==> config.mk <==
export PLATFORM = sky130hd
export DESIGN_NAME = fixed_block_free_list_allocator_core
export DESIGN_NICKNAME = d
export VERILOG_FILES = /design/src/rtl/fbfa_pkg.sv /design/src/rtl/fbfa_div.sv /design/src/rtl/fixed_block_free_list_allocator_core.sv
export VERILOG_INCLUDE_DIRS = /design/src /design/src/rtl
export SDC_FILE = /design/constraint.sdc
export NUM_CORES = 2
export LEC_CHECK = 0
export BUFFER_PORTS_ARGS = -buffer_cell sky130_fd_sc_hd__buf_2
export CORE_ASPECT_RATIO = 0.9
export CORE_UTILIZATION = 55
export CTS_CLUSTER_DIAMETER = 60
export CTS_CLUSTER_SIZE = 10
export DETAILED_ROUTE_END_ITERATION = 16
export PLACE_DENSITY_LB_ADDON = 0.3
export SLEW_MARGIN = 10
export SYNTH_ARGS = -nofsm -noshare
export SYNTH_HDL_FRONTEND = slang
export SYNTH_SLANG_ARGS = --single-unit
export TNS_END_PERCENT = 100
==> constraint.sdc <==
create_clock -name clk -period 7.7 [get_ports clk]
set_clock_uncertainty 0.05 [all_clocks]
set_input_delay 0 -clock clk [delete_from_list [all_inputs] [get_ports clk]]
set_output_delay 0 -clock clk [all_outputs]
set_load 0.05 [all_outputs]
==> src/rtl/fixed_block_free_list_allocator_core_macros.svh <==
// ----------------------------------------------------------------------------
// Assertion macros for the fixed block free list allocator
// Checks are clocked on clk and held off while rst_n is low.
// ----------------------------------------------------------------------------
`ifndef FIXED_BLOCK_FREE_LIST_ALLOCATOR_CORE_MACROS_SVH
`define FIXED_BLOCK_FREE_LIST_ALLOCATOR_CORE_MACROS_SVH

// same-cycle implication
`define FBFA_ASSERT_NOW(label, ante, cons, msg) \
  label: assert property (@(posedge clk) disable iff (!rst_n) (ante) |-> (cons)) \
    else $error(msg);

// next-cycle implication
`define FBFA_ASSERT_NEXT(label, ante, cons, msg) \
  label: assert property (@(posedge clk) disable iff (!rst_n) (ante) |=> (cons)) \
    else $error(msg);

`endif

==> src/rtl/fbfa_pkg.sv <==
// ----------------------------------------------------------------------------
// fbfa_pkg
// Shared types and constants of the block pool allocator.
// ----------------------------------------------------------------------------
package fbfa_pkg;

  // fixed field widths
  localparam int BB_W      = 16;  // block size register
  localparam int BC_W      = 9;   // block count register
  localparam int IDX_OUT_W = 8;   // block_index result field
  localparam int CNT_OUT_W = 9;   // free_blocks result field
  localparam int STS_W     = 2;

  // configuration register indexes
  localparam logic REG_BLOCK_BYTES = 1'b0;
  localparam logic REG_BLOCK_COUNT = 1'b1;

  // result status codes
  localparam logic [STS_W-1:0] STS_OK       = 2'd0;
  localparam logic [STS_W-1:0] STS_NO_MEM   = 2'd1;
  localparam logic [STS_W-1:0] STS_BAD_ADDR = 2'd2;
  localparam logic [STS_W-1:0] STS_FULL     = 2'd3;

  // divider status toward the sequencer
  typedef struct packed {
    logic busy;
    logic done;
  } div_sts_t;

endpackage

==> src/rtl/fbfa_div.sv <==
// ----------------------------------------------------------------------------
// fbfa_div
// Bit-serial restoring divider: one quotient bit per cycle.
// ----------------------------------------------------------------------------
module fbfa_div import fbfa_pkg::*; #(
  parameter int N_W = 24
) (
  input  logic            clk,
  input  logic            rst_n,
  input  logic            start,
  input  logic [N_W-1:0]  dividend,
  input  logic [BB_W-1:0] divisor,
  output div_sts_t        sts,
  output logic [N_W-1:0]  quot,
  output logic [BB_W-1:0] rem
);

  localparam int CW = $clog2(N_W + 1);

  logic [N_W-1:0]  quo_r, quo_nxt;
  logic [BB_W-1:0] rem_r, rem_nxt;
  logic [BB_W-1:0] dsr_r;
  logic [CW-1:0]   cnt_r;
  logic            busy_r, done_r;
  logic [BB_W:0]   shifted, diff;
  logic            ge;

  // one restoring step: bring down the next dividend bit
  always_comb begin
    shifted = {rem_r, quo_r[N_W-1]};
    ge      = shifted >= {1'b0, dsr_r};
    diff    = shifted - {1'b0, dsr_r};
    rem_nxt = ge ? diff[BB_W-1:0] : shifted[BB_W-1:0];
    quo_nxt = {quo_r[N_W-2:0], ge};
  end

  // control
  always_ff @(posedge clk) begin
    if (!rst_n) begin
      busy_r <= 1'b0;
      done_r <= 1'b0;
      cnt_r  <= '0;
    end else begin
      done_r <= 1'b0;
      if (start) begin
        busy_r <= 1'b1;
        cnt_r  <= CW'(N_W);
      end else if (busy_r) begin
        cnt_r <= cnt_r - CW'(1);
        if (cnt_r == CW'(1)) begin
          busy_r <= 1'b0;
          done_r <= 1'b1;
        end
      end
    end
  end

  // datapath, quotient bits shift in behind the dividend
  always_ff @(posedge clk) begin
    if (start) begin
      quo_r <= dividend;
      rem_r <= '0;
      dsr_r <= divisor;
    end else if (busy_r) begin
      quo_r <= quo_nxt;
      rem_r <= rem_nxt;
    end
  end

  assign sts.busy = busy_r;
  assign sts.done = done_r;
  assign quot     = quo_r;
  assign rem      = rem_r;

endmodule

==> src/rtl/fixed_block_free_list_allocator_core.sv <==
// ----------------------------------------------------------------------------
// fixed_block_free_list_allocator_core
// Pool allocator for equal-size blocks with a circular free list.
// ----------------------------------------------------------------------------
// One request word in, one result word out. An allocate is a ring read,
// then a bit-serial multiply of the index by the block size, one index bit
// a cycle. A free runs the serial divider that turns the offset into an
// index, one bit a cycle. Requests answered at once (out of memory, a free
// with zero block size) go straight to the output register.
// A new request is taken while the previous result still waits at the output.
// Writing block_count reloads the list in the same cycle; no clearing pass.
// The user must write registers only while no request is in flight; the
// core itself does not enforce this.
// ----------------------------------------------------------------------------
module fixed_block_free_list_allocator_core import fbfa_pkg::*; #(
  parameter int MAX_BLOCKS  = 256,
  parameter int OFFSET_BITS = 24
) (
  input  logic                   clk,
  input  logic                   rst_n,
  // configuration write port
  input  logic                   cfg_we,
  input  logic                   cfg_addr,
  input  logic [BB_W-1:0]        cfg_wdata,
  // request stream
  input  logic                   in_tvalid,
  output logic                   in_tready,
  input  logic [((OFFSET_BITS+7)/8)*8-1:0] in_tdata,  // free_offset
  input  logic                   in_tuser,            // req_type
  // result stream
  output logic                   out_tvalid,
  input  logic                   out_tready,
  output logic [((OFFSET_BITS+IDX_OUT_W+CNT_OUT_W+7)/8)*8-1:0] out_tdata,
                                 // block_offset, block_index, free_blocks
  output logic [STS_W-1:0]       out_tuser             // status
);

  `include "fixed_block_free_list_allocator_core_macros.svh"

  localparam int IDX_W   = $clog2(MAX_BLOCKS);
  localparam int CNT_W   = $clog2(MAX_BLOCKS + 1);
  localparam int MC_W    = $clog2(IDX_W + 1);
  localparam int OUT_DW  = ((OFFSET_BITS + IDX_OUT_W + CNT_OUT_W + 7) / 8) * 8;
  localparam int IX_W    = (IDX_W > IDX_OUT_W) ? IDX_W : IDX_OUT_W;
  localparam int CX_W    = (CNT_W > CNT_OUT_W) ? CNT_W : CNT_OUT_W;
  localparam int QX_W    = (OFFSET_BITS > CNT_W) ? OFFSET_BITS : CNT_W;
  localparam int EFF_RST = (MAX_BLOCKS < 256) ? MAX_BLOCKS : 256;

  // sequencer states
  localparam logic [2:0] S_IDLE = 3'd0;
  localparam logic [2:0] S_ARD  = 3'd1;
  localparam logic [2:0] S_MUL  = 3'd2;
  localparam logic [2:0] S_DIV  = 3'd3;
  localparam logic [2:0] S_OUT  = 3'd4;

  logic [2:0]             state_r, state_nxt;
  logic [BB_W-1:0]        bb_r;
  logic [CNT_W-1:0]       eff_r, eff_nxt;
  logic [IDX_W-1:0]       head_r, head_nxt;
  logic [CNT_W-1:0]       total_r, total_nxt;
  logic [CNT_W-1:0]       fill_r, fill_nxt;

  logic [STS_W-1:0]       res_sts_r, res_sts_nxt;
  logic [OFFSET_BITS-1:0] res_off_r, res_off_nxt;
  logic [IDX_W-1:0]       res_idx_r, res_idx_nxt;

  logic [OFFSET_BITS-1:0] acc_r, acc_nxt, acc_step;
  logic [IDX_W-1:0]       mul_idx_r, mul_idx_nxt;
  logic [MC_W-1:0]        mul_cnt_r, mul_cnt_nxt;

  logic [IDX_W-1:0]       ring_mem [MAX_BLOCKS];
  logic [IDX_W-1:0]       rd_data_r;
  logic                   mem_rd;
  logic                   mem_we;
  logic [IDX_W-1:0]       mem_waddr;
  logic [IDX_W-1:0]       mem_wdata;

  logic                   out_valid_r;
  logic [STS_W-1:0]       out_sts_r;
  logic [OFFSET_BITS-1:0] out_off_r;
  logic [IDX_OUT_W-1:0]   out_idx_r;
  logic [CNT_OUT_W-1:0]   out_cnt_r;
  logic                   out_load;

  logic                   in_acc;
  logic                   div_start;
  div_sts_t               div_sts;
  logic [OFFSET_BITS-1:0] div_quot;
  logic [BB_W-1:0]        div_rem;

  logic [IDX_W-1:0]       pop_idx;
  logic [CNT_W-1:0]       head_inc;
  logic [CNT_W:0]         tail_sum;
  logic [CNT_W:0]         tail_wrap;
  logic [QX_W-1:0]        quot_ext;
  logic                   div_bad;
  logic [IX_W-1:0]        idx_ext;
  logic [CX_W-1:0]        cnt_ext;
  logic [CNT_W-1:0]       cfg_cnt;

  assign in_tready = (state_r == S_IDLE);
  assign in_acc    = in_tvalid && in_tready;

  // block count write, clamped to between 2 and the pool size
  always_comb begin
    if (cfg_wdata[BC_W-1:0] < BC_W'(2)) begin
      cfg_cnt = CNT_W'(2);
    end else if (32'(cfg_wdata[BC_W-1:0]) > 32'(MAX_BLOCKS)) begin
      cfg_cnt = CNT_W'(MAX_BLOCKS);
    end else begin
      cfg_cnt = CNT_W'(cfg_wdata[BC_W-1:0]);
    end
  end

  // ring entry at the head: never-written positions hold their own index
  assign pop_idx  = (CNT_W'(head_r) < fill_r) ? rd_data_r : head_r;
  assign head_inc = CNT_W'(head_r) + CNT_W'(1);

  // tail position, head plus count below twice the list length
  assign tail_sum  = {1'b0, CNT_W'(head_r)} + {1'b0, total_r};
  assign tail_wrap = (tail_sum >= {1'b0, eff_r}) ? tail_sum - {1'b0, eff_r} : tail_sum;

  // divider verdict
  assign quot_ext = QX_W'(div_quot);
  assign div_bad  = (div_rem != '0) || (quot_ext >= QX_W'(eff_r));

  // shift-add multiply step, index msb first
  assign acc_step = {acc_r[OFFSET_BITS-2:0], 1'b0} +
                    (mul_idx_r[IDX_W-1] ? OFFSET_BITS'(bb_r) : '0);

  // sequencer
  always_comb begin
    state_nxt   = state_r;
    head_nxt    = head_r;
    total_nxt   = total_r;
    fill_nxt    = fill_r;
    eff_nxt     = eff_r;
    res_sts_nxt = res_sts_r;
    res_off_nxt = res_off_r;
    res_idx_nxt = res_idx_r;
    acc_nxt     = acc_r;
    mul_idx_nxt = mul_idx_r;
    mul_cnt_nxt = mul_cnt_r;
    mem_rd      = 1'b0;
    mem_we      = 1'b0;
    mem_waddr   = tail_wrap[IDX_W-1:0];
    mem_wdata   = quot_ext[IDX_W-1:0];
    div_start   = 1'b0;
    out_load    = 1'b0;

    case (state_r)
      S_IDLE: begin
        if (in_acc) begin
          res_sts_nxt = STS_OK;
          res_off_nxt = '0;
          res_idx_nxt = '0;
          if (!in_tuser) begin
            if (total_r == '0) begin
              res_sts_nxt = STS_NO_MEM;
              state_nxt   = S_OUT;
            end else begin
              mem_rd    = 1'b1;
              state_nxt = S_ARD;
            end
          end else if (bb_r == '0) begin
            res_sts_nxt = STS_BAD_ADDR;
            state_nxt   = S_OUT;
          end else begin
            div_start = 1'b1;
            state_nxt = S_DIV;
          end
        end
      end
      S_ARD: begin
        // pop the head entry
        res_idx_nxt = pop_idx;
        mul_idx_nxt = pop_idx;
        acc_nxt     = '0;
        mul_cnt_nxt = MC_W'(IDX_W);
        head_nxt    = (head_inc == eff_r) ? '0 : head_inc[IDX_W-1:0];
        total_nxt   = total_r - CNT_W'(1);
        state_nxt   = S_MUL;
      end
      S_MUL: begin
        acc_nxt     = acc_step;
        mul_idx_nxt = mul_idx_r << 1;
        mul_cnt_nxt = mul_cnt_r - MC_W'(1);
        if (mul_cnt_r == MC_W'(1)) begin
          res_off_nxt = acc_step;
          state_nxt   = S_OUT;
        end
      end
      S_DIV: begin
        if (div_sts.done) begin
          state_nxt = S_OUT;
          if (div_bad) begin
            res_sts_nxt = STS_BAD_ADDR;
          end else begin
            res_idx_nxt = quot_ext[IDX_W-1:0];
            if (total_r >= eff_r) begin
              res_sts_nxt = STS_FULL;
            end else begin
              // push at the tail; writes fill positions from zero upward
              mem_we    = 1'b1;
              total_nxt = total_r + CNT_W'(1);
              if (fill_r < eff_r) begin
                fill_nxt = fill_r + CNT_W'(1);
              end
            end
          end
        end
      end
      S_OUT: begin
        if (!out_valid_r || out_tready) begin
          out_load  = 1'b1;
          state_nxt = S_IDLE;
        end
      end
      default: begin
        state_nxt = S_IDLE;
      end
    endcase

    // block count write reloads the list
    if (cfg_we && (cfg_addr == REG_BLOCK_COUNT)) begin
      eff_nxt   = cfg_cnt;
      head_nxt  = '0;
      total_nxt = cfg_cnt;
      fill_nxt  = '0;
    end
  end

  // control registers
  always_ff @(posedge clk) begin
    if (!rst_n) begin
      state_r     <= S_IDLE;
      bb_r        <= BB_W'(64);
      eff_r       <= CNT_W'(EFF_RST);
      head_r      <= '0;
      total_r     <= CNT_W'(EFF_RST);
      fill_r      <= '0;
      mul_cnt_r   <= '0;
      out_valid_r <= 1'b0;
    end else begin
      state_r   <= state_nxt;
      eff_r     <= eff_nxt;
      head_r    <= head_nxt;
      total_r   <= total_nxt;
      fill_r    <= fill_nxt;
      mul_cnt_r <= mul_cnt_nxt;
      if (cfg_we) begin
        case (cfg_addr)
          REG_BLOCK_BYTES: bb_r <= cfg_wdata;
          default: ;
        endcase
      end
      if (out_load) begin
        out_valid_r <= 1'b1;
      end else if (out_tready) begin
        out_valid_r <= 1'b0;
      end
    end
  end

  // payload registers
  always_ff @(posedge clk) begin
    res_sts_r <= res_sts_nxt;
    res_off_r <= res_off_nxt;
    res_idx_r <= res_idx_nxt;
    acc_r     <= acc_nxt;
    mul_idx_r <= mul_idx_nxt;
  end

  // free ring memory
  always_ff @(posedge clk) begin
    if (mem_we) begin
      ring_mem[mem_waddr] <= mem_wdata;
    end
    if (mem_rd) begin
      rd_data_r <= ring_mem[head_r];
    end
  end

  // output register
  assign idx_ext = IX_W'(res_idx_r);
  assign cnt_ext = CX_W'(total_r);

  always_ff @(posedge clk) begin
    if (out_load) begin
      out_sts_r <= res_sts_r;
      out_off_r <= res_off_r;
      out_idx_r <= idx_ext[IDX_OUT_W-1:0];
      out_cnt_r <= cnt_ext[CNT_OUT_W-1:0];
    end
  end

  assign out_tvalid = out_valid_r;
  assign out_tuser  = out_sts_r;
  assign out_tdata  = OUT_DW'({out_cnt_r, out_idx_r, out_off_r});

  // offset to index
  fbfa_div #(
    .N_W (OFFSET_BITS)
  ) u_div (
    .clk      (clk),
    .rst_n    (rst_n),
    .start    (div_start),
    .dividend (in_tdata[OFFSET_BITS-1:0]),
    .divisor  (bb_r),
    .sts      (div_sts),
    .quot     (div_quot),
    .rem      (div_rem)
  );

  // checks
  `FBFA_ASSERT_NOW(a_total_le_len, 1'b1, total_r <= eff_r, "free count above list length")
  `FBFA_ASSERT_NOW(a_head_in_list, 1'b1, CNT_W'(head_r) < eff_r, "head outside the list")
  `FBFA_ASSERT_NOW(a_div_start_idle, div_start, !div_sts.busy, "divider restarted while busy")
  `FBFA_ASSERT_NEXT(a_accept_busy, in_acc, !in_tready, "request taken while one in flight")

endmodule

==> metrics.md <==
| Metric | Value |
|---|---|
| Status | finished, final reports clean |
| Final WS setup | 1.045 ns |
| HPWL after detailed placement | 145400 µm |
| Asr flop ratio synth | 0% |
| Syn. warnings | 0 |
| Worst-Margin Slew | 1.272 ns |
| Syn_area_per_cell | 18.28 µm² |
| Filler cell count | 11.27k |
| Seq pwr share | 50.1% |
| Area growth from synthesis to layout | 12.61% |
| Crit. End Element | register |
| R2R setup slack | 1.04 ns |
| Largest net degree at the start of global routing | 192 |
| Top FF cell, synth | edfxtp_1 |
| Sequential Area | 0.06784 mm² |
| Synth Area in Simple Gates | 4.311% |
| Most frequent cell after synthesis | edfxtp_1 |
| Maximum VDD drop | 0.0002816 V |
| Synth area leader | edfxtp_1 |
| First-pass GRT wire length | 357200 µm |
| Switching share of power | 23.66% |
| Smallest hold slack | 0.05305 ns |
| Hold Crit Class | primary input to register |
| Utilization after layout | 62.66% |
| Clk pwr share | 39.4% |
| Clk Latency, worst-skew pair | 0.91 ns |
| Die area | 0.1708 mm² |
| Placed cells | 7267 |
| Cell Rows | 142 |
| Sequential fraction of the synthesis area | 72.91% |
| Synth Area in Compound Gates | 4.844% |
| DRC viols | 0 |
| Post-route ant nets | 0 |
| Post-synth EDFFs | 2204 |
| Synth area leaders | edfxtp_1 71%, mux4_2 10%, mux2i_1 3.2%, dfxtp_1 1.8%, nor2_1 1.6% |
| XOR/XNOR Fraction of Synth Area | 0.6214% |
| CP Data Arrival Time | 7.12 ns |
| Clock-pin slew on the worst setup and hold paths | 0.06 ns |
| Largest family of logic cells by synthesized area | multiplexers |
| DIE HEIGHT | 392.2 µm |
| Initial Utilization | 55.64% |
| Final setup vio count | 0 |
| Distinct cells, synth | 88 |
| CTS tree | yes |
| Share of cells above drive strength 1 | 18.41% |
| Comb pwr share | 10.5% |
| Area of the core | 0.1672 mm² |
| NetSw | 6.843 mW |
| FMAX | 150.3 MHz |
| GRT Total Usage | 28.91% |
| Setup TNS | 0 ns |
| Via count | 51.81k |
| Fin nets | 5613 |
| Clock root buffer | clkbuf_16 |
| Gpl congestion | 0.9047 |
| Lkg Pwr | 32.86 nW |
| Fin cells | 7753 |
| Final min period | 6.655 ns |
| Pins Over Slew Limit | 0 |
| Crit Path Max Fanout | 18 |
| Htree depth | 5 |
| Mux cell area share after synthesis | 13.76% |
| Initial DRC Count | 7052 |
| Die Wd | 435.5 µm |
| I/O pin count | 99 |
| Worst Path Required | 8.16 ns |
| Port Buffers | 91 |
| Post-synth top area share | 71.15% |
| Startpoint Class | register |
| PwrDens | 276.1 mW/mm² |
| Synthesized-area fraction occupied by adder cells | 1.372% |
| Mapped Area | 0.09302 mm² |
| DRT Wirelength | 245400 µm |
| Cells after Synth | 5090 |
| Max Cap Viol | 0 |
| Number of global-route vias before repair | 50.77k |
| Setup Crit Path Kind | register to register |
| Headroom to the max-slew limit | 14.86% |
| Multi-input gate area | 0.02327 mm² |
| Unrepaired setup endpoints after global routing | no |
| Yosys reg bits | 2286 |
| Wirelength per Cell | 31.66 µm |
| Crit share post-route | 86.43% |
| Place WS | 1.120 ns |
| Global route overflow | 0 |
| Cts repair resizes | 0 |
| Synth cell count leaders | 2204 x edfxtp_1, 423 x mux4_2, 398 x nor2_1 |
| Initial antenna violation count | 5 |
| CTS Buffer Depth | 4 |
| Via-per-instance ratio | 6.682 |
| Pre-antenna DRT Iters | 8 |
| Final hold vios | 0 |
| Clock Sinks | 2286 |
| Internal | 22.08 mW |
| TritonCTS Buffers | 282 |
==> cell type report <==
class	count	area share (%)
Sequential cell	2286	64.77
Multi-Input combinational cell	2461	22.22
Clock buffer	326	7.127
Timing Repair Buffer	366	2.879
Tap cell	2232	2.666
Inverter	70	0.2532
Clock inverter	10	0.08719
Antenna cell	2	0.004778
==> placed cells by master (no fill, tap or decap), types with 43 or more instances in the layout <==
cell type / count
buf_2: 91
nand3_1: 43
o22ai_1: 51
nand2_1: 235
a211oi_1: 54
dlygate4sd3_1: 148
nor2_1: 392
dfxtp_1: 75
o21ai_0: 92
inv_1: 66
o221ai_1: 85
mux2i_1: 299
a21oi_1: 145
edfxtp_1: 2204
ha_1: 94
clkbuf_16: 293
mux4_2: 423
buf_4: 117
==> state kept, by name (all words and copies together) (netlist names), 2 cells and up <==
| register | count |
|---|---|
| out_tuser | 2 |
| cnt_ext | 9 |
| res_off_r | 24 |
| fill_r | 9 |
| out_cnt_r | 9 |
| u_div.dsr_r | 16 |
| eff_r | 9 |
| rd_data_r | 8 |
| out_idx_r | 8 |
| idx_ext | 8 |
| u_div.cnt_r | 5 |
| state_r | 3 |
| u_div.quot | 24 |
| u_div.rem | 16 |
| res_sts_r | 2 |
| ring_mem | 2048 |
| acc_r | 23 |
| mul_cnt_r | 4 |
| out_off_r | 24 |
| bb_r | 16 |
| head_r | 8 |
| mul_idx_r | 8 |
==> repair_timing <==
action | CTS | global route
endpoints found under the hold margin | 158 | 0
buffers inserted | 0 | 0
endpoints found under the setup margin | 0 | 0
hold buffers | 148 | 0
==> layer usage <==
layer  track usage, %  vias to the layer above  part of all wire [%]
met1            40.55                    26588                    39
met3            6.992                      538                    11
met5                0                        -                 0.017
met2            44.34                     3420                    46
met4            10.77                        6                   3.8
li1                 -                    21256                     -
==> per-stage QoR <==
step	area [µm²]	total power [mW]
floorplan	93050	16.84
global placement	95690	17.59
detailed placement	95710	17.65
CTS	104700	28.97
global route	104700	29.69
finish	104800	28.92
==> worst max-delay path, stage by stage (launching register included) <==
cell and delay [ns]:
dfxtp_1 0.50, ha_1 0.24, inv_1 0.06, fa_1 0.41, nor2b_1 0.13, o21a_1 0.14
o21ai_1 0.08, a21boi_0 0.42, nor2_1 0.17, ha_1 0.34, o21ai_0 0.12, inv_1 0.08
a21oi_1 0.20, o21ai_2 0.08, buf_4 0.20, or2_1 0.48, o21ai_1 0.50, nand3_2 0.96
buf_4 0.53, nor2_1 0.56
==> path summary, 6_finish.rpt <==
kind | from | cells past startpoint | endpoint
max | cnt_ext[0] | 19 | ring_mem[174][3]
min reg2reg | res_off_r[19] | 0 | out_off_r[19]
min | rst_n | 4 | cnt_ext[0]
max reg2reg | cnt_ext[0] | 19 | ring_mem[174][3]
==> power groups by stage <==
stage,clock (mW),combinational [mW],sequential [mW]
after CTS,11.5,3.01,14.5
after floorplan,0,1.74,15.1
final,11.4,3.04,14.5
after global placement,0,2.87,14.7
after global routing,11.9,3.26,14.5
after detailed placement,0,2.92,14.7
==> kinds of logic after synthesis <==
kind of cell,after synthesis
compound gates,654
mux,739
fa+ha+maj,99
other cells,1
buf+inv,349
xor+xnor,66
simple gates,896
flops,2286
Note: power is estimated with default switching activity, not from simulation.
